--- src/hdl/hre_pkg.sv ---
// Shared types, constants and character helpers for the hex record encoder.
// Used by hre_front, hre_job_fifo, hre_back and hex_record_encoder.
package hre_pkg;

  localparam int MAX_RECORD_BYTES = 16;
  localparam int CNT_W = $clog2(MAX_RECORD_BYTES + 1);
  localparam int IDX_W = (MAX_RECORD_BYTES > 1) ? $clog2(MAX_RECORD_BYTES) : 1;
  localparam int BANK_ADDR_W = IDX_W + 1;
  localparam int JOBQ_DEPTH = 2;
  localparam int JOBQ_PTR_W = $clog2(JOBQ_DEPTH);

  localparam logic [6:0] CHR_COLON = 7'h3A;
  localparam logic [6:0] CHR_CR    = 7'h0D;
  localparam logic [6:0] CHR_LF    = 7'h0A;
  localparam logic [3:0] EOF_LAST  = 4'd10;

  typedef enum logic [1:0] {
    OP_ORIGIN = 2'd0,
    OP_DATA   = 2'd1,
    OP_END    = 2'd2,
    OP_NONE   = 2'd3
  } op_t;

  // One closed record and/or end-of-file line to be printed.
  typedef struct packed {
    logic             has_record;
    logic             eof;
    logic             bank;
    logic [CNT_W-1:0] count;
    logic [15:0]      start;
  } job_t;

  // Byte write into the record buffer.
  typedef struct packed {
    logic             en;
    logic             bank;
    logic [IDX_W-1:0] idx;
    logic [7:0]       data;
  } buf_wr_t;

  // Bank handed back once its record text has gone out.
  typedef struct packed {
    logic en;
    logic bank;
  } bank_rel_t;

  function automatic logic [6:0] hex_char(input logic [3:0] nib);
    logic [6:0] c;
    if (nib < 4'd10) begin
      c = 7'h30 + {3'b000, nib};
    end else begin
      c = 7'h37 + {3'b000, nib};
    end
    return c;
  endfunction

  // Characters of ":00000001FF".
  function automatic logic [6:0] eof_char(input logic [3:0] pos);
    logic [6:0] c;
    unique case (pos)
      4'd0:          c = CHR_COLON;
      4'd8:          c = 7'h31;
      4'd9, 4'd10:   c = 7'h46;
      default:       c = 7'h30;
    endcase
    return c;
  endfunction

endpackage

--- src/hdl/hre_front.sv ---
// Front end: accepts commands, tracks the open record and fills the byte banks.
// Pushes one print job per item that produces text. Depends on hre_pkg.
module hre_front (
  input  logic              clk,
  input  logic              rst,
  input  logic              in_valid,
  output logic              in_ready,
  input  hre_pkg::op_t      op,
  input  logic [7:0]        data_byte,
  input  logic [15:0]       origin_address,
  input  logic              jobq_full,
  output logic              job_push,
  output hre_pkg::job_t     job,
  output hre_pkg::buf_wr_t  buf_wr,
  input  hre_pkg::bank_rel_t bank_rel
);

  logic                      cur_bank, cur_bank_next;
  logic [1:0]                busy, busy_next;
  logic [hre_pkg::CNT_W-1:0] count, count_next;
  logic [15:0]               start, start_next;
  logic [15:0]               load_addr, load_addr_next;
  logic                      open, open_next;

  logic                      accept;
  logic [hre_pkg::CNT_W-1:0] count_eff;
  logic [hre_pkg::CNT_W-1:0] count_inc;
  logic [15:0]               start_eff;
  logic [15:0]               addr_inc;

  // Stall while the bank being filled is still being printed or the queue is full.
  assign in_ready = !busy[cur_bank] && !jobq_full;
  assign accept   = in_valid && in_ready;

  always_comb begin
    count_eff      = open ? count : '0;
    start_eff      = open ? start : load_addr;
    count_inc      = count_eff + hre_pkg::CNT_W'(1);
    addr_inc       = load_addr + 16'd1;
    cur_bank_next  = cur_bank;
    busy_next      = busy;
    count_next     = count;
    start_next     = start;
    load_addr_next = load_addr;
    open_next      = open;
    job_push       = 1'b0;
    job            = '0;
    job.bank       = cur_bank;
    job.count      = count;
    job.start      = start;
    buf_wr         = '0;
    buf_wr.bank    = cur_bank;
    buf_wr.idx     = count_eff[hre_pkg::IDX_W-1:0];
    buf_wr.data    = data_byte;

    if (bank_rel.en) begin
      busy_next[bank_rel.bank] = 1'b0;
    end

    if (accept) begin
      unique case (op)
        hre_pkg::OP_ORIGIN: begin
          if (open) begin
            job_push       = 1'b1;
            job.has_record = 1'b1;
          end
          load_addr_next = origin_address;
          start_next     = origin_address;
          count_next     = '0;
          open_next      = 1'b1;
        end
        hre_pkg::OP_DATA: begin
          buf_wr.en      = 1'b1;
          load_addr_next = addr_inc;
          open_next      = 1'b1;
          if (count_inc == hre_pkg::CNT_W'(hre_pkg::MAX_RECORD_BYTES)) begin
            job_push       = 1'b1;
            job.has_record = 1'b1;
            job.count      = count_inc;
            job.start      = start_eff;
            start_next     = addr_inc;
            count_next     = '0;
          end else begin
            start_next = start_eff;
            count_next = count_inc;
          end
        end
        hre_pkg::OP_END: begin
          job_push       = 1'b1;
          job.has_record = open;
          job.eof        = 1'b1;
          open_next      = 1'b0;
          count_next     = '0;
        end
        hre_pkg::OP_NONE: begin
        end
        default: begin
        end
      endcase
    end

    // Flip to the other bank once a record leaves this one.
    if (job_push && job.has_record) begin
      busy_next[cur_bank] = 1'b1;
      cur_bank_next       = !cur_bank;
    end
  end

  always_ff @(posedge clk) begin
    if (rst) begin
      cur_bank  <= 1'b0;
      busy      <= '0;
      count     <= '0;
      start     <= '0;
      load_addr <= '0;
      open      <= 1'b0;
    end else begin
      cur_bank  <= cur_bank_next;
      busy      <= busy_next;
      count     <= count_next;
      start     <= start_next;
      load_addr <= load_addr_next;
      open      <= open_next;
    end
  end

endmodule

--- src/hdl/hre_job_fifo.sv ---
// Short queue of print jobs between the front end and the character serializer.
// Depends on hre_pkg for the job type and depth.
module hre_job_fifo (
  input  logic          clk,
  input  logic          rst,
  input  logic          push,
  input  hre_pkg::job_t push_job,
  output logic          full,
  input  logic          pop,
  output hre_pkg::job_t pop_job,
  output logic          empty
);

  hre_pkg::job_t                  entries [hre_pkg::JOBQ_DEPTH];
  logic [hre_pkg::JOBQ_PTR_W-1:0] wr_ptr;
  logic [hre_pkg::JOBQ_PTR_W-1:0] rd_ptr;
  logic [hre_pkg::JOBQ_PTR_W:0]   fill;

  assign full    = (fill == (hre_pkg::JOBQ_PTR_W + 1)'(hre_pkg::JOBQ_DEPTH));
  assign empty   = (fill == '0);
  assign pop_job = entries[rd_ptr];

  always_ff @(posedge clk) begin
    if (push && !full) begin
      entries[wr_ptr] <= push_job;
    end
  end

  always_ff @(posedge clk) begin
    if (rst) begin
      wr_ptr <= '0;
      rd_ptr <= '0;
      fill   <= '0;
    end else begin
      if (push && !full) begin
        wr_ptr <= wr_ptr + 1'b1;
      end
      if (pop && !empty) begin
        rd_ptr <= rd_ptr + 1'b1;
      end
      unique case ({push && !full, pop && !empty})
        2'b10:   fill <= fill + 1'b1;
        2'b01:   fill <= fill - 1'b1;
        default: fill <= fill;
      endcase
    end
  end

endmodule

--- src/hdl/hre_back.sv ---
// Back end: holds the two record byte banks and serializes one job at a
// time into ASCII hex record text, char by char. Depends on hre_pkg.
module hre_back (
  input  logic               clk,
  input  logic               rst,
  input  hre_pkg::buf_wr_t   buf_wr,
  input  logic               jobq_empty,
  input  hre_pkg::job_t      jobq_head,
  output logic               jobq_pop,
  output hre_pkg::bank_rel_t bank_rel,
  output logic               out_valid,
  input  logic               out_ready,
  output logic [6:0]         out_char,
  output logic               out_last
);

  typedef enum logic [8:0] {
    S_IDLE  = 9'b000000001,
    S_COLON = 9'b000000010,
    S_HEAD  = 9'b000000100,
    S_FETCH = 9'b000001000,
    S_DATA  = 9'b000010000,
    S_SUM   = 9'b000100000,
    S_CR    = 9'b001000000,
    S_LF    = 9'b010000000,
    S_EOF   = 9'b100000000
  } state_t;

  logic [7:0] rec_mem [2**hre_pkg::BANK_ADDR_W];
  logic [7:0] rd_data;

  state_t                    st, st_next;
  logic [3:0]                nib, nib_next;
  logic [31:0]               hdr, hdr_next;
  logic [7:0]                sum, sum_next;
  logic [hre_pkg::CNT_W-1:0] bnum, bnum_next;
  logic                      j_bank, j_bank_next;
  logic                      j_eof, j_eof_next;
  logic [hre_pkg::CNT_W-1:0] j_count, j_count_next;

  logic                      can;
  logic                      emit;
  logic [6:0]                ch;
  logic                      lst;
  logic [7:0]                chk;
  logic [hre_pkg::CNT_W-1:0] bnum_inc;

  always_ff @(posedge clk) begin
    if (buf_wr.en) begin
      rec_mem[{buf_wr.bank, buf_wr.idx}] <= buf_wr.data;
    end
    rd_data <= rec_mem[{j_bank, bnum[hre_pkg::IDX_W-1:0]}];
  end

  assign can      = !out_valid || out_ready;
  assign chk      = 8'd0 - sum;
  assign bnum_inc = bnum + hre_pkg::CNT_W'(1);

  always_comb begin
    st_next      = st;
    nib_next     = nib;
    hdr_next     = hdr;
    sum_next     = sum;
    bnum_next    = bnum;
    j_bank_next  = j_bank;
    j_eof_next   = j_eof;
    j_count_next = j_count;
    jobq_pop     = 1'b0;
    bank_rel     = '0;
    bank_rel.bank = j_bank;
    emit         = 1'b0;
    ch           = hre_pkg::CHR_COLON;
    lst          = 1'b0;

    unique case (st)
      S_IDLE: begin
        if (!jobq_empty) begin
          jobq_pop     = 1'b1;
          j_bank_next  = jobq_head.bank;
          j_eof_next   = jobq_head.eof;
          j_count_next = jobq_head.count;
          hdr_next     = {8'(jobq_head.count), jobq_head.start, 8'h00};
          sum_next     = 8'(jobq_head.count) + jobq_head.start[15:8]
                         + jobq_head.start[7:0];
          bnum_next    = '0;
          nib_next     = '0;
          st_next      = jobq_head.has_record ? S_COLON : S_EOF;
        end
      end
      S_COLON: begin
        ch = hre_pkg::CHR_COLON;
        if (can) begin
          emit    = 1'b1;
          st_next = S_HEAD;
        end
      end
      S_HEAD: begin
        // Length, address and type nibbles, most significant first.
        ch = hre_pkg::hex_char(hdr[31:28]);
        if (can) begin
          emit     = 1'b1;
          hdr_next = {hdr[27:0], 4'h0};
          nib_next = nib + 4'd1;
          if (nib == 4'd7) begin
            nib_next = '0;
            st_next  = (j_count == '0) ? S_SUM : S_FETCH;
          end
        end
      end
      S_FETCH: begin
        // Wait for the registered buffer read.
        st_next  = S_DATA;
        nib_next = '0;
      end
      S_DATA: begin
        ch = hre_pkg::hex_char(nib[0] ? rd_data[3:0] : rd_data[7:4]);
        if (can) begin
          emit = 1'b1;
          if (!nib[0]) begin
            nib_next = 4'd1;
          end else begin
            nib_next  = '0;
            sum_next  = sum + rd_data;
            bnum_next = bnum_inc;
            st_next   = (bnum_inc == j_count) ? S_SUM : S_FETCH;
          end
        end
      end
      S_SUM: begin
        ch = hre_pkg::hex_char(nib[0] ? chk[3:0] : chk[7:4]);
        if (can) begin
          emit = 1'b1;
          if (!nib[0]) begin
            nib_next = 4'd1;
          end else begin
            nib_next = '0;
            st_next  = S_CR;
          end
        end
      end
      S_CR: begin
        ch = hre_pkg::CHR_CR;
        if (can) begin
          emit    = 1'b1;
          st_next = S_LF;
        end
      end
      S_LF: begin
        ch  = hre_pkg::CHR_LF;
        lst = !j_eof;
        if (can) begin
          emit        = 1'b1;
          bank_rel.en = 1'b1;
          nib_next    = '0;
          st_next     = j_eof ? S_EOF : S_IDLE;
        end
      end
      S_EOF: begin
        ch  = hre_pkg::eof_char(nib);
        lst = (nib == hre_pkg::EOF_LAST);
        if (can) begin
          emit     = 1'b1;
          nib_next = nib + 4'd1;
          if (nib == hre_pkg::EOF_LAST) begin
            nib_next = '0;
            st_next  = S_IDLE;
          end
        end
      end
      default: begin
        st_next = S_IDLE;
      end
    endcase
  end

  always_ff @(posedge clk) begin
    if (rst) begin
      st        <= S_IDLE;
      nib       <= '0;
      bnum      <= '0;
      j_bank    <= 1'b0;
      j_eof     <= 1'b0;
      j_count   <= '0;
      out_valid <= 1'b0;
    end else begin
      st      <= st_next;
      nib     <= nib_next;
      bnum    <= bnum_next;
      j_bank  <= j_bank_next;
      j_eof   <= j_eof_next;
      j_count <= j_count_next;
      if (emit) begin
        out_valid <= 1'b1;
      end else if (out_ready) begin
        out_valid <= 1'b0;
      end
    end
  end

  always_ff @(posedge clk) begin
    hdr <= hdr_next;
    sum <= sum_next;
    if (emit) begin
      out_char <= ch;
      out_last <= lst;
    end
  end

endmodule

--- src/hdl/hex_record_encoder.sv ---
// Intel HEX record encoder: commands in, upper-case ASCII record text out.
// A closed record's job passes through the job queue to the serializer, whose output is registered.
// The serializer handles one job at a time, with a buffer read step before each data byte;
// it holds each character until the receiver takes it, and the end line follows the record.
// The front end takes one item per cycle while a byte bank is free and the job queue has room.
// Reset (rst, synchronous) clears all control state; the byte banks are not cleared.
module hex_record_encoder (
  input  logic        clk,
  input  logic        rst,
  input  logic        s_tvalid,
  output logic        s_tready,
  input  logic [23:0] s_tdata,   // [7:0] data_byte, [23:8] origin_address
  input  logic [1:0]  s_tuser,   // [1:0] opcode
  output logic        m_tvalid,
  input  logic        m_tready,
  output logic [7:0]  m_tdata,   // [6:0] ascii_char, [7] zero
  output logic        m_tlast    // last_char
);

  logic               job_push;
  hre_pkg::job_t      job_in;
  logic               jobq_full;
  logic               jobq_pop;
  hre_pkg::job_t      jobq_head;
  logic               jobq_empty;
  hre_pkg::buf_wr_t   buf_wr;
  hre_pkg::bank_rel_t bank_rel;
  logic [6:0]         out_char;

  hre_front u_front (
    .clk            (clk),
    .rst            (rst),
    .in_valid       (s_tvalid),
    .in_ready       (s_tready),
    .op             (hre_pkg::op_t'(s_tuser)),
    .data_byte      (s_tdata[7:0]),
    .origin_address (s_tdata[23:8]),
    .jobq_full      (jobq_full),
    .job_push       (job_push),
    .job            (job_in),
    .buf_wr         (buf_wr),
    .bank_rel       (bank_rel)
  );

  hre_job_fifo u_jobq (
    .clk      (clk),
    .rst      (rst),
    .push     (job_push),
    .push_job (job_in),
    .full     (jobq_full),
    .pop      (jobq_pop),
    .pop_job  (jobq_head),
    .empty    (jobq_empty)
  );

  hre_back u_back (
    .clk        (clk),
    .rst        (rst),
    .buf_wr     (buf_wr),
    .jobq_empty (jobq_empty),
    .jobq_head  (jobq_head),
    .jobq_pop   (jobq_pop),
    .bank_rel   (bank_rel),
    .out_valid  (m_tvalid),
    .out_ready  (m_tready),
    .out_char   (out_char),
    .out_last   (m_tlast)
  );

  assign m_tdata = {1'b0, out_char};

endmodule

--- config.mk ---
export PLATFORM = sky130hd
export DESIGN_NAME = hex_record_encoder
export DESIGN_NICKNAME = d
export VERILOG_FILES = /design/src/hdl/hre_pkg.sv /design/src/hdl/hre_front.sv /design/src/hdl/hre_job_fifo.sv /design/src/hdl/hre_back.sv /design/src/hdl/hex_record_encoder.sv
export SDC_FILE = /design/constraint.sdc
export NUM_CORES = 1
export LEC_CHECK = 0
export BUFFER_PORTS_ARGS = -buffer_cell sky130_fd_sc_hd__buf_2
export CAP_MARGIN = 20
export CORE_MARGIN = 5
export CORE_UTILIZATION = 63
export CTS_CLUSTER_DIAMETER = 150
export CTS_CLUSTER_SIZE = 28
export DETAILED_ROUTE_END_ITERATION = 10
export PLACE_DENSITY_LB_ADDON = 0.2
export SLEW_MARGIN = 30
export SYNTH_ARGS = -nofsm -noshare
export SYNTH_HDL_FRONTEND = slang
export SYNTH_SLANG_ARGS = --single-unit
--- constraint.sdc ---
create_clock -name clk -period 4.4 [get_ports clk]
set_input_delay 0.88 -clock clk [delete_from_list [all_inputs] [get_ports clk]]
set_output_delay 0.88 -clock clk [all_outputs]
set_load 0.05 [all_outputs]
# Yosys cells after proc, flatten, opt, wreduce, memory -nomap -nowiden
# Memories as Yosys holds them, arrays and structs flattened. A register that Yosys moved wholly into a read port is not among the register bits.
# Index checks and enable logic that the tools add are counted.
totals:
  ff_bits: 119
  latchBits: 0
  ramBits: 304
  romBits: 0
  in_bits: 30
  output_inout_bits: 11
  memories: 2
op_classes:
  addsub: 18
  multipliers: 0
  div_mod_pow: 0
  magnitude_cmp: 7
  eq_ne: 33
  n_shift: 0
  mux: 87
  n_bitwise: 4
  n_reduce_logical: 39
memory_table:
  columns: ["memory", "depth", "word_bits", "read_ports", "rd_clocked_by_memory_dff", "write_ports", "line_no", "text"]
  rows:
  - ["u_back.rec_mem", 32, 8, 1, 1, 1, "hre_back.sv:29", "logic [7:0] rec_mem [2**hre_pkg::BANK_ADDR_W];"]
  - ["u_jobq.entries", 2, 24, 1, 1, 1, "hre_job_fifo.sv:14", "hre_pkg::job_t entries [hre_pkg::JOBQ_DEPTH];"]
ops:
  columns: ["cell", "count"]
  rows:
  - ["two-way mux 9 bit", 14]
  - ["case mux 9 bit (9 select lines)", 1]
  - ["two-way mux 32 bit", 2]
  - ["case mux 16 bit (2 select lines)", 2]
  - ["case mux 32 bit (2 select lines)", 1]
  - ["two-way mux 21 bit", 3]
  - ["adder 6 x 4 -> 7 bit, first input constant", 6]
  - ["case mux 7 bit (6 select lines)", 1]
  - ["two-way mux 4 bit", 9]
  - ["two-way mux 16 bit", 2]
  - ["two-way mux 5 bit", 5]
  - ["two-way mux 1 bit", 24]
  - ["two-way mux 8 bit", 3]
  - ["inequality test 2 x 1 -> 1 bit, second input constant", 12]
  - ["case mux 4 bit (6 select lines)", 1]
  - ["two-way mux 7 bit", 3]
  - ["case mux 7 bit (3 select lines)", 1]
  - ["case mux 5 bit (2 select lines)", 2]
  - ["adder 16 x 1 -> 16 bit, second input constant", 1]
  - ["adder 8 bit", 2]
  - ["case mux 8 bit (2 select lines)", 1]
  - ["nonzero test 2 bit", 7]
  - ["== test 4 bit, second input constant", 3]
  - ["< comparator 4 bit, second input constant", 3]
  - ["other kinds (48)", 79]

# Logic depth before layout (Yosys ltp)
# Gate-level depths: netlist of the first run.
depth:
  depth_word: 9
  ltp_mapped: 15
  mapped_depth_nobuf: 13

# Hierarchy
# A second synthesis of the first run with hierarchy kept.
unflattened:
  cells_unflattened: 1430
  area_unflattened_um2: 19433.6
by_module_without_submodules:
  columns: ["module", "instances", "cells_each", "area_per_inst_um2"]
  rows:
  - ["hre_back", 1, 944, 14687.8]
  - ["hre_front", 1, 383, 2785.2]
  - ["hre_job_fifo", 1, 101, 1949.4]
  - ["hex_record_encoder", 1, 2, 11.3]

# Worst setup path after synthesis of the first run
# Ideal clock, no wire load.
synth_timing:
  path_type: "register to register"
  startpoint: "reg u_front.open"
  endpoint: "mem u_jobq.entries[0][0] in the netlist's numbering (enable)"
  arrival_ns: 3.423
  slack_ns: 0.572
  path_stages_with_launch: 13
  path_buffers: 4
  synth_period_minus_slack_ns: 3.828
  path_cell_list: "dfxtp_1 > clkbuf_1 > clkbuf_1 > nand2_1 > inv_1 > ha_1 > and2_1 > clkbuf_1 > nand3_1 > clkbuf_1 > o22ai_1 > nand3_1 > nor2_1"
synth_between:
  elab_chain_len: 9
  word_cells_on_any_way: 10
  cone_classes: "add/sub (1); eq/ne (1); mux (7); reduce/logical (1)"
synth_lines:
  columns: ["element", "line_no", "text"]
  rows:
  - ["from (decl)", "hre_front.sv:23", "logic open, open_next;"]
  - ["from (signal assigned)", "hre_front.sv:123", "open <= open_next;"]
  - ["two-way mux 5 bit", "hre_front.sv:36", "count_eff = open ? count : '0;"]
  - ["adder 5 x 1 -> 5 bit", "hre_front.sv:38", "count_inc = count_eff + hre_pkg::CNT_W'(1);"]
  - ["== test 5 bit", "hre_front.sv:76", "if (count_inc == hre_pkg::CNT_W'(hre_pkg::MAX_RECORD_BYTES)) begin"]
  - ["two-way mux 1 bit", "hre_front.sv:76", null]
  - ["case mux 1 bit (3 select lines) *", "hre_front.sv:61", "unique case (op)"]
  - ["two-way mux 1 bit *", "hre_front.sv:60", "if (accept) begin"]
  - ["logical AND 1 bit *", "hre_job_fifo.sv:24", "if (push && !full) begin"]
  - ["two-way mux 1 bit *", "hre_job_fifo.sv:24", null]
  - ["two-way mux 1 bit (not written as such) *", "hre_job_fifo.sv:25", "entries[wr_ptr] <= push_job;"]
  - ["to (decl)", "hre_job_fifo.sv:14", null]
# Mark *: on every way between the ends. The rest lies on a longest branch, timed or not.

==> qor.csv, run 1 <==
metric,value,unit
Worst Hold End,u_jobq.entries[0][13],
DR DRC count,0,
Worst Path Buf+Inv,3,
TritonCTS clock tree,done,
cell taking the most area after synthesis,edfxtp_1,
dpl cells,1757,
core area,30300,um2
Slew @ Worst Pin,0.861,ns
largest net degree at the start of global routing,54,
Power Dens Cells,446,nW/um2
Setup CP Type,reg2reg,
final critical-path required period,3.54,ns
"FFs w/ async S/R, synth",0,%
Post-Syn Nets,1464,
Synth-to-Final Area Change,5.34,%
Synth Warn #,0,
Hold Fails Final Rpt,0,
Port Buffer Count,39,
clk sinks,424,
Ant. Diodes,0,
drt first pass iters,5,
placed inst area,19700,um2
drt wl/cell,24.1,um
critical path's top delay family,adder cells,
top_reg_cell synth,edfxtp_1,
data arrival time of the critical path,3.82,ns
Final Cell Area,20200,um2
Vias/cell,6.53,
Clock Path Buffers,3,
Mapped Area,19200,um2
RSZ-0062 raised after global routing,false,
post_cts resized,0,
top post-synthesis cells by area,"edfxtp_1 54%, mux4_2 9.4%, dfxtp_1 8.3%",
Worst EP required,4.68,ns
worst-path cell chain,buf_4 > mux2_2 > fa_1 > inv_1 > fa_1 > inv_1 > a21oi_1 > o21bai_1 > a21o_1 > a21oi_1 > xnor2_1 > mux2i_1,
height of the die,185,um
"Avg Cell Area, Syn",13.8,um2
Clock Skew,0.0282,ns
period utilization,80.4,%
setup tns final,0,ns
vias post-DR,11691,
DIE WIDTH,185,um
"slowest stage delay, CP",0.71,ns
final antenna-violating net count,0,
sequential share of the synthesized area,62.1,%
fillers,2147,
top cell type's share of synthesized area,53.8,%
number of nets in the layout,1449,
"count leader, synth",edfxtp_1,
status,"complete, no violations",
Hold Buf Count CTS,0,
leakage,6.54,nW
Post-synth EDFFs,344,
Cell Rows,64,
HP Class,reg2reg,
CP max FO,15,
vias in the first global route,11132,
first-pass GRT wire length,66400,um
worst reg2reg setup slack,0.86,ns
CTS Buf Count,19,
grt ovf,0,
max-cap violations,0,
share of cells above drive strength 1,15.6,%
fin cells,1790,
startpoint types,register,
Pins Over Slew Limit,0,
Post-Synthesis Cells,1397,
Critical-path top delay cell,dfxtp_1,
total chip power,9.03,mW
H-tree levels,1,
HPWL Detailed,29100,um
initial antenna violation count,1,
Post-Route WL,43200,um
Rel. slew slack,42.5,%
setup repair bufs after CTS,0,
I/O pin count,41,
fmax,0.283,GHz
"Setup violations, final",0,
Commonest cells post-synth,"344 x edfxtp_1, 154 x nor2_1, 80 x dfxtp_1, 80 x mux4_2, 79 x a21oi_1",
clock transition at the registers of the reported paths,0.10,ns
gp weighted congestion,0.913,
Root Driver,clkbuf_16,
Peak VDD IR,0.000362,V
critical path endpoint category,register,
die area,34100,um2
Starting DRT DRC Count,1268,
Hold Crit Start,u_front.start[13],
Hold Crit Depth,0,
RR Endpoint,u_back.sum[7],
Seq cells post-synth,424,
GRT Util Overall,25.6,%
"Distinct cells, synth",76,
R2R depth,12,
Initial Util,63.3,%
Worst-Skew Late Latency,0.54,ns
-- report_power, final --
group / switching [mW] / total (mW) / internal, mW
registers: 0.254 / 4.93 / 4.68
clock network: 1.19 / 2.03 / 0.841
logic: 1.22 / 2.08 / 0.859
total: 2.66 / 9.03 / 6.38
-- logic make-up (layout without fill, tap and decap cells) --
| group | Yosys count | after routing | share of synthesized area [%] |
|---|---|---|---|
| DFF | 424 | 424 | 62.1 |
| and+or+nand+nor | 381 | 381 | 9.65 |
| AOI/OAI and AO/OA | 234 | 234 | 7.71 |
| muxes | 144 | 144 | 12.9 |
| buffers and inverters | 129 | 126 | 2.79 |
| xor gates and xnor gates | 47 | 47 | 2.14 |
| adders and majority gates | 37 | 37 | 2.68 |
| other | 1 | 1 | 0.0195 |
-- per-stage QoR --
stage | utilization, % | hold WS, ns | setup slack, ns
after floorplan | - | 0.424 | 0.572
after global placement | 64.8 | 0.478 | 0.951
after detailed placement | 64.8 | 0.484 | 0.911
after CTS | 66.7 | 0.510 | 0.841
after global routing | 66.7 | 0.525 | 0.634
final | 66.7 | 0.508 | 0.864
-- per-layer routing --
layer	track usage [%]	share of wire, %	vias to the layer above
met5	0	0.030	-
met4	5.70	2.3	2
met3	4.09	8.3	71
met2	41.4	48	564
met1	37.4	41	5808
li1	-	-	5246
-- placed cells by master, fill, tap and decap left out, drive strengths merged, types with 18 or more instances in the layout --
| cell | count |
|---|---|
| edfxtp | 344 |
| o21ai | 58 |
| clkbuf | 31 |
| nand3 | 28 |
| ha | 30 |
| mux2 | 32 |
| buf | 60 |
| mux4 | 80 |
| inv | 33 |
| a21oi | 79 |
| nor2 | 155 |
| a211oi | 19 |
| nor3 | 36 |
| xnor2 | 29 |
| dfxtp | 80 |
| nand2 | 60 |
| xor2 | 18 |
| mux2i | 32 |
-- how the worst max path moves through the flow --
| stage | start | end | slack [ns] | cells past startpoint |
|---|---|---|---|---|
| finish | register | u_back.sum[7] | 0.86 | 12 |
| global route | register | u_back.sum[7] | 0.63 | 12 |
| CTS | register | u_back.sum[7] | 0.84 | 12 |
| detailed placement | register | u_back.sum[7] | 0.91 | 12 |
| global placement | register | u_back.sum[7] | 0.95 | 12 |
| floorplan | u_front.open | u_jobq.entries[0][0] | 0.57 | 12 |
-- area by class of cell --
cell class                 count  area [um2]  share of cell area, %
timing repair buffer          60         365                   1.80
tap                          396         495                   2.45
inverter                      33         124                  0.612
sequential                   424       11900                   59.0
multi-input combinational    844        6760                   33.4
clock buffer                  31         520                   2.57
clock inverter                 2        38.8                  0.192
-- flip-flops by register name, indices dropped and copies added (netlist names), 2 cells and up, named ones only --
signal	flops
u_back.rec_mem	256
u_back.hdr	24
u_jobq.fill	2
u_back.j_count	5
u_front.count	5
u_back.st	9
u_back.out_char	7
u_back.bnum	5
u_front.start	16
u_front.busy	2
u_back.rd_data	8
u_back.sum	8
u_back.nib	4
u_jobq.entries	48
u_front.load_addr	16
-- worst reg2reg max path, cell delays in order, from the launching register on --
cell      delay, ns
dfxtp_1        0.71
buf_4          0.35
mux2_2         0.39
fa_1           0.51
inv_1          0.07
fa_1           0.45
inv_1          0.07
a21oi_1        0.06
o21bai_1       0.20
a21o_1         0.15
a21oi_1        0.08
xnor2_1        0.17
mux2i_1        0.09
Power figures use the tool's default switching activity.
==> run 2, diff against run 1 <==
Clock period 4.4 ns to 3.4 ns, I/O delays scaled along.
==> run 2 against run 1 <==
  * Hold slack got worse by 0.074 ns
  * Critical path depth did not move
  * Power rose by 30%
  * Highest routed layer is now met4
==> qor.csv, run 2 (synthesis gave the netlist of run 1 again) <==
metric,value,unit
status,"complete, no violations",
"commonest non-fill, non-tap cell in the layout",edfxtp_1,
Synth-to-Final Area Change,7.47,%
clk sinks,424,
Largest register FFs,256,
largest net degree at the start of global routing,41,
Worst EP required,3.69,ns
Peak VDD IR,0.000535,V
switching share of power,29.4,%
R2R depth,12,
fin cells,1841,
Root Driver,clkbuf_16,
period utilization,93.1,%
combinational fraction of design power,23.4,%
RSZ-0062 raised after global routing,false,
Rel. slew slack,48.4,%
internal power,8.29,mW
Power Dens Cells,569,nW/um2
CP max FO,11,
die area,34100,um2
Pins Over Slew Limit,0,
area of the multi-input gates,6760,um2
Worst-Skew Late Latency,0.54,ns
DR DRC count,0,
RR Endpoint,u_back.sum[7],
Hold Crit Depth,3,
Hold Fails Final Rpt,0,
leakage,6.81,nW
grt ovf,0,
Slew @ Worst Pin,0.773,ns
I/O pin count,41,
data arrival time of the critical path,3.45,ns
Seq pwr share,54.2,%
Net Sw Power,3.46,mW
first-pass GRT wire length,65300,um
Clock Path Buffers,3,
TritonCTS clock tree,done,
Hold Crit Start,s_tdata[8],
total chip power,11.8,mW
dpl cells,1806,
max-cap violations,0,
Clk pwr share,22.4,%
Clock Skew,0.0284,ns
clock transition at the registers of the reported paths,0.11,ns
H-tree levels,1,
worst reg2reg setup slack,0.23,ns
Vias/cell,6.30,
critical path endpoint category,register,
Cell Rows,64,
Final Cell Area,20700,um2
Port Buffer Count,39,
DIE WIDTH,185,um
"Setup violations, final",0,
final antenna-violating net count,0,
placed inst area,20100,um2
vias post-DR,11594,
fillers,2093,
total area of sequential cells,11900,um2
vias in the first global route,11336,
drt first pass iters,6,
final critical-path required period,3.17,ns
core area,30300,um2
Worst Hold End,u_front.start[0],
startpoint types,register,
HPWL Detailed,28300,um
number of nets in the layout,1498,
gp weighted congestion,0.868,
drt wl/cell,22.4,um
Setup CP Type,reg2reg,
CTS Buf Count,19,
initial antenna violation count,0,
height of the die,185,um
GRT Util Overall,24.7,%
share of cells above drive strength 1,18.4,%
Starting DRT DRC Count,1141,
largest registers,"u_back.rec_mem: 256 flops, u_jobq.entries: 48 flops, u_back.hdr: 24 flops",
Hold Buf Count CTS,0,
Reg with most FFs,u_back.rec_mem,
fmax,0.316,GHz
Post-Route WL,41300,um
Initial Util,63.3,%
most frequent cells in the layout,"344 x edfxtp_1, 152 x nor2_1, 80 x mux4_2",
HP Class,in2reg,
setup repair bufs after CTS,0,
[run 2: power by group through the flow]
stage               sequential, mW  clock (mW)  combinational (mW)
global route                  6.42        2.91                3.01
finish                        6.37        2.63                2.75
floorplan                     6.36           0                2.08
global placement              6.48           0                2.65
detailed placement            6.49           0                2.70
CTS                           6.37        2.68                2.73
[run 2: how the worst max path moves through the flow]
| stage | cells after the start | to | startpoint | slack, ns |
|---|---|---|---|---|
| finish | 12 | u_back.sum[7] | register | 0.23 |
| global route | 14 | u_back.sum[7] | register | 0.06 |
| detailed placement | 12 | u_back.sum[7] | register | 0.08 |
| global placement | 12 | u_back.sum[7] | register | 0.22 |
| CTS | 12 | u_back.sum[7] | register | 0.07 |
| floorplan | 12 | u_jobq.entries[1][0] | u_front.open | -0.06 |
[run 2: metrics by stage]
| step | setup slack (ns) | utilization [%] | hold WS, ns | TNS, ns |
|---|---|---|---|---|
| global placement | 0.216 | 66.2 | 0.475 | 0 |
| global route | 0.0597 | 68.0 | 0.435 | 0 |
| detailed placement | 0.0805 | 66.2 | 0.478 | 0 |
| finish | 0.234 | 68.0 | 0.435 | 0 |
| CTS | 0.0743 | 68.0 | 0.411 | 0 |
| floorplan | -0.0613 | - | 0.424 | -2.94 |
[run 2: metal layers]
layer / wire, um / up-vias / GRT usage [%]
met2: 19600 / 467 / 38.8
met5: 0 / - / 0
met1: 17800 / 5715 / 37.6
met3: 3030 / 53 / 3.59
li1: - / 5359 / -
met4: 854 / 0 / 5.58
[run 2: worst max-delay path: stages, from the launching register on]
cell      delay [ns]
dfxtp_2         0.50
mux2_2          0.41
fa_1            0.56
ha_1            0.17
inv_1           0.07
fa_1            0.41
inv_1           0.08
a21oi_1         0.06
o21bai_1        0.21
a21o_1          0.15
a21oi_1         0.07
xnor2_1         0.14
mux2i_1         0.09
[run 2: timing repair]
item,4_1_cts,5_1_grt
endpoints found under the setup margin,0,1
endpoints found under the hold margin,0,0
gates resized for setup,0,1
[run 2: area by class of cell]
class,instances,area share (%)
diodes,1,0.0121
flip-flops and latches,424,57.8
multi-input cells,844,32.7
clock inverters,2,0.188
clock buffers,32,2.54
inverters,33,0.600
well taps,396,2.40
repair buffers,109,3.73
==> run 3, diff against run 2 <==
Settings changed: MAX_ROUTING_LAYER set to met4, PLACE_DENSITY_LB_ADDON 0.2 to 0.3, REMOVE_ABC_BUFFERS set to 1.
==> run 3 against run 2 <==
  * Maximum frequency rose by 1.9%
  * Hold slack gained 0.024 ns
  * Critical path type unchanged
  * Non-clock buffer count is 8 lower
  * Clock-buffer cell count decreased by 2
  * Flip-flop and latch count stayed put
  * Largest cell class unchanged
  * Highest routed layer unchanged
  * Clock skew shrank 0.0037 ns
  * Global-route usage is 0.29 points higher
==> qor.csv, run 3 (synthesis gave the netlist of run 1 again) <==
metric,value,unit
Worst Path Buf+Inv,3,
Port Buffer Count,39,
setup tns final,0,ns
period utilization,91.3,%
dpl cells,1798,
Final Cell Area,20600,um2
clk sinks,424,
Starting DRT DRC Count,1349,
share of cells above drive strength 1,17.9,%
gp weighted congestion,0.903,
H-tree levels,1,
setup repair bufs after CTS,0,
DR DRC count,0,
CTS Buf Count,19,
startpoint types,register,
Largest register FFs,256,
Setup CP Type,reg2reg,
Ant. Diodes,0,
drt first pass iters,5,
initial antenna violation count,0,
Worst-Skew Late Latency,0.54,ns
Pins Over Slew Limit,0,
Root Driver,clkbuf_16,
clock transition at the registers of the reported paths,0.11,ns
data arrival time of the critical path,3.39,ns
RSZ-0062 raised after global routing,false,
Rel. slew slack,44.9,%
most frequent cells in the layout,"344 x edfxtp_1, 152 x nor2_1, 80 x mux4_2",
hold slack,0.458,ns
CP max FO,13,
grt ovf,0,
Peak VDD IR,0.000570,V
critical path endpoint category,register,
vias post-DR,11521,
Synth-to-Final Area Change,7.04,%
Hold Fails Final Rpt,0,
Hold Crit Start,s_tdata[8],
Clock Skew,0.0247,ns
HP Class,in2reg,
"Setup violations, final",0,
largest registers,"u_back.rec_mem: 256 flops, u_jobq.entries: 48 flops, u_back.hdr: 24 flops",
drt wl/cell,22.2,um
"commonest non-fill, non-tap cell in the layout",edfxtp_1,
first-pass GRT wire length,64300,um
height of the die,185,um
placed inst area,20000,um2
final critical-path required period,3.11,ns
largest net degree at the start of global routing,65,
fmax,0.322,GHz
I/O pin count,41,
critical path's top delay family,adder cells,
"slowest stage delay, CP",0.53,ns
Clock Path Buffers,3,
Power Dens Cells,569,nW/um2
die area,34100,um2
status,"complete, no violations",
Hold Buf Count CTS,0,
DIE WIDTH,185,um
vias in the first global route,11223,
Slew @ Worst Pin,0.826,ns
number of nets in the layout,1490,
worst-path cell chain,buf_4 > mux2_2 > fa_1 > inv_1 > fa_1 > inv_1 > a21oi_1 > o21bai_1 > a21o_1 > a21oi_1 > xnor2_1 > mux2i_1,
HPWL Detailed,27700,um
leakage,6.76,nW
TritonCTS clock tree,done,
Initial Util,63.3,%
GRT Util Overall,25.0,%
max-cap violations,0,
Reg with most FFs,u_back.rec_mem,
Cell Rows,64,
Worst EP required,3.68,ns
post_cts resized,0,
core area,30300,um2
Vias/cell,6.30,
fin cells,1830,
Post-Route WL,40700,um
final antenna-violating net count,0,
Critical-path top delay cell,fa_1,
-- run 3: cell types whose count changed in the layout (fill, tap and decap cells not counted), sizes merged --
cell    before  now
diode        1    0
buf        109  101
clkbuf      32   30
-- run 3: final timing paths --
path | slack, ns | depth (start not counted) | to
worst min-delay path | 0.46 | 3 | u_front.load_addr[0]
worst min register to register | 0.51 | 0 | u_jobq.entries[1][13]
worst max register to register | 0.29 | 12 | u_back.sum[7]
worst max-delay path | 0.29 | 12 | u_back.sum[7]
-- run 3: report_power, final --
group	leakage, nW	internal, mW	total (mW)	switching, mW
registers	3.77	6.05	6.35	0.299
clock network	0.263	1.08	2.61	1.53
logic	2.73	1.14	2.74	1.59
-- run 3: metal layers --
| layer | global-route usage, % | share of wire [%] | vias to the layer above |
|---|---|---|---|
| li1 | - | - | 5321 |
| met1 | 36.2 | 43 | 5713 |
| met2 | 39.8 | 49 | 446 |
| met3 | 3.32 | 7.1 | 41 |
| met4 | 3.90 | 1.4 | 0 |
| met5 | - | 0 | - |
-- run 3: per-stage QoR --
stage | utilization [%] | total power [mW] | worst slack [ns]
floorplan | - | 8.37 | -0.912
global placement | 65.9 | 9.09 | 0.372
detailed placement | 65.9 | 9.19 | 0.268
CTS | 67.8 | 11.7 | 0.273
global route | 67.8 | 12.3 | 0.0288
finish | 67.8 | 11.7 | 0.294
-- run 3: area by class of cell --
type,instances,area [um2]
inverter,33,124
clock inverter,2,38.8
sequential,424,11900
multi-input combinational,844,6760
fill,2049,9780
timing repair buffer,101,698
tap,396,495
clock buffer,30,517
-- run 3: worst min-delay path, stage by stage --
cell and delay (ns):
buf_2 0.10, nand2_1 0.09, a311oi_1 0.09
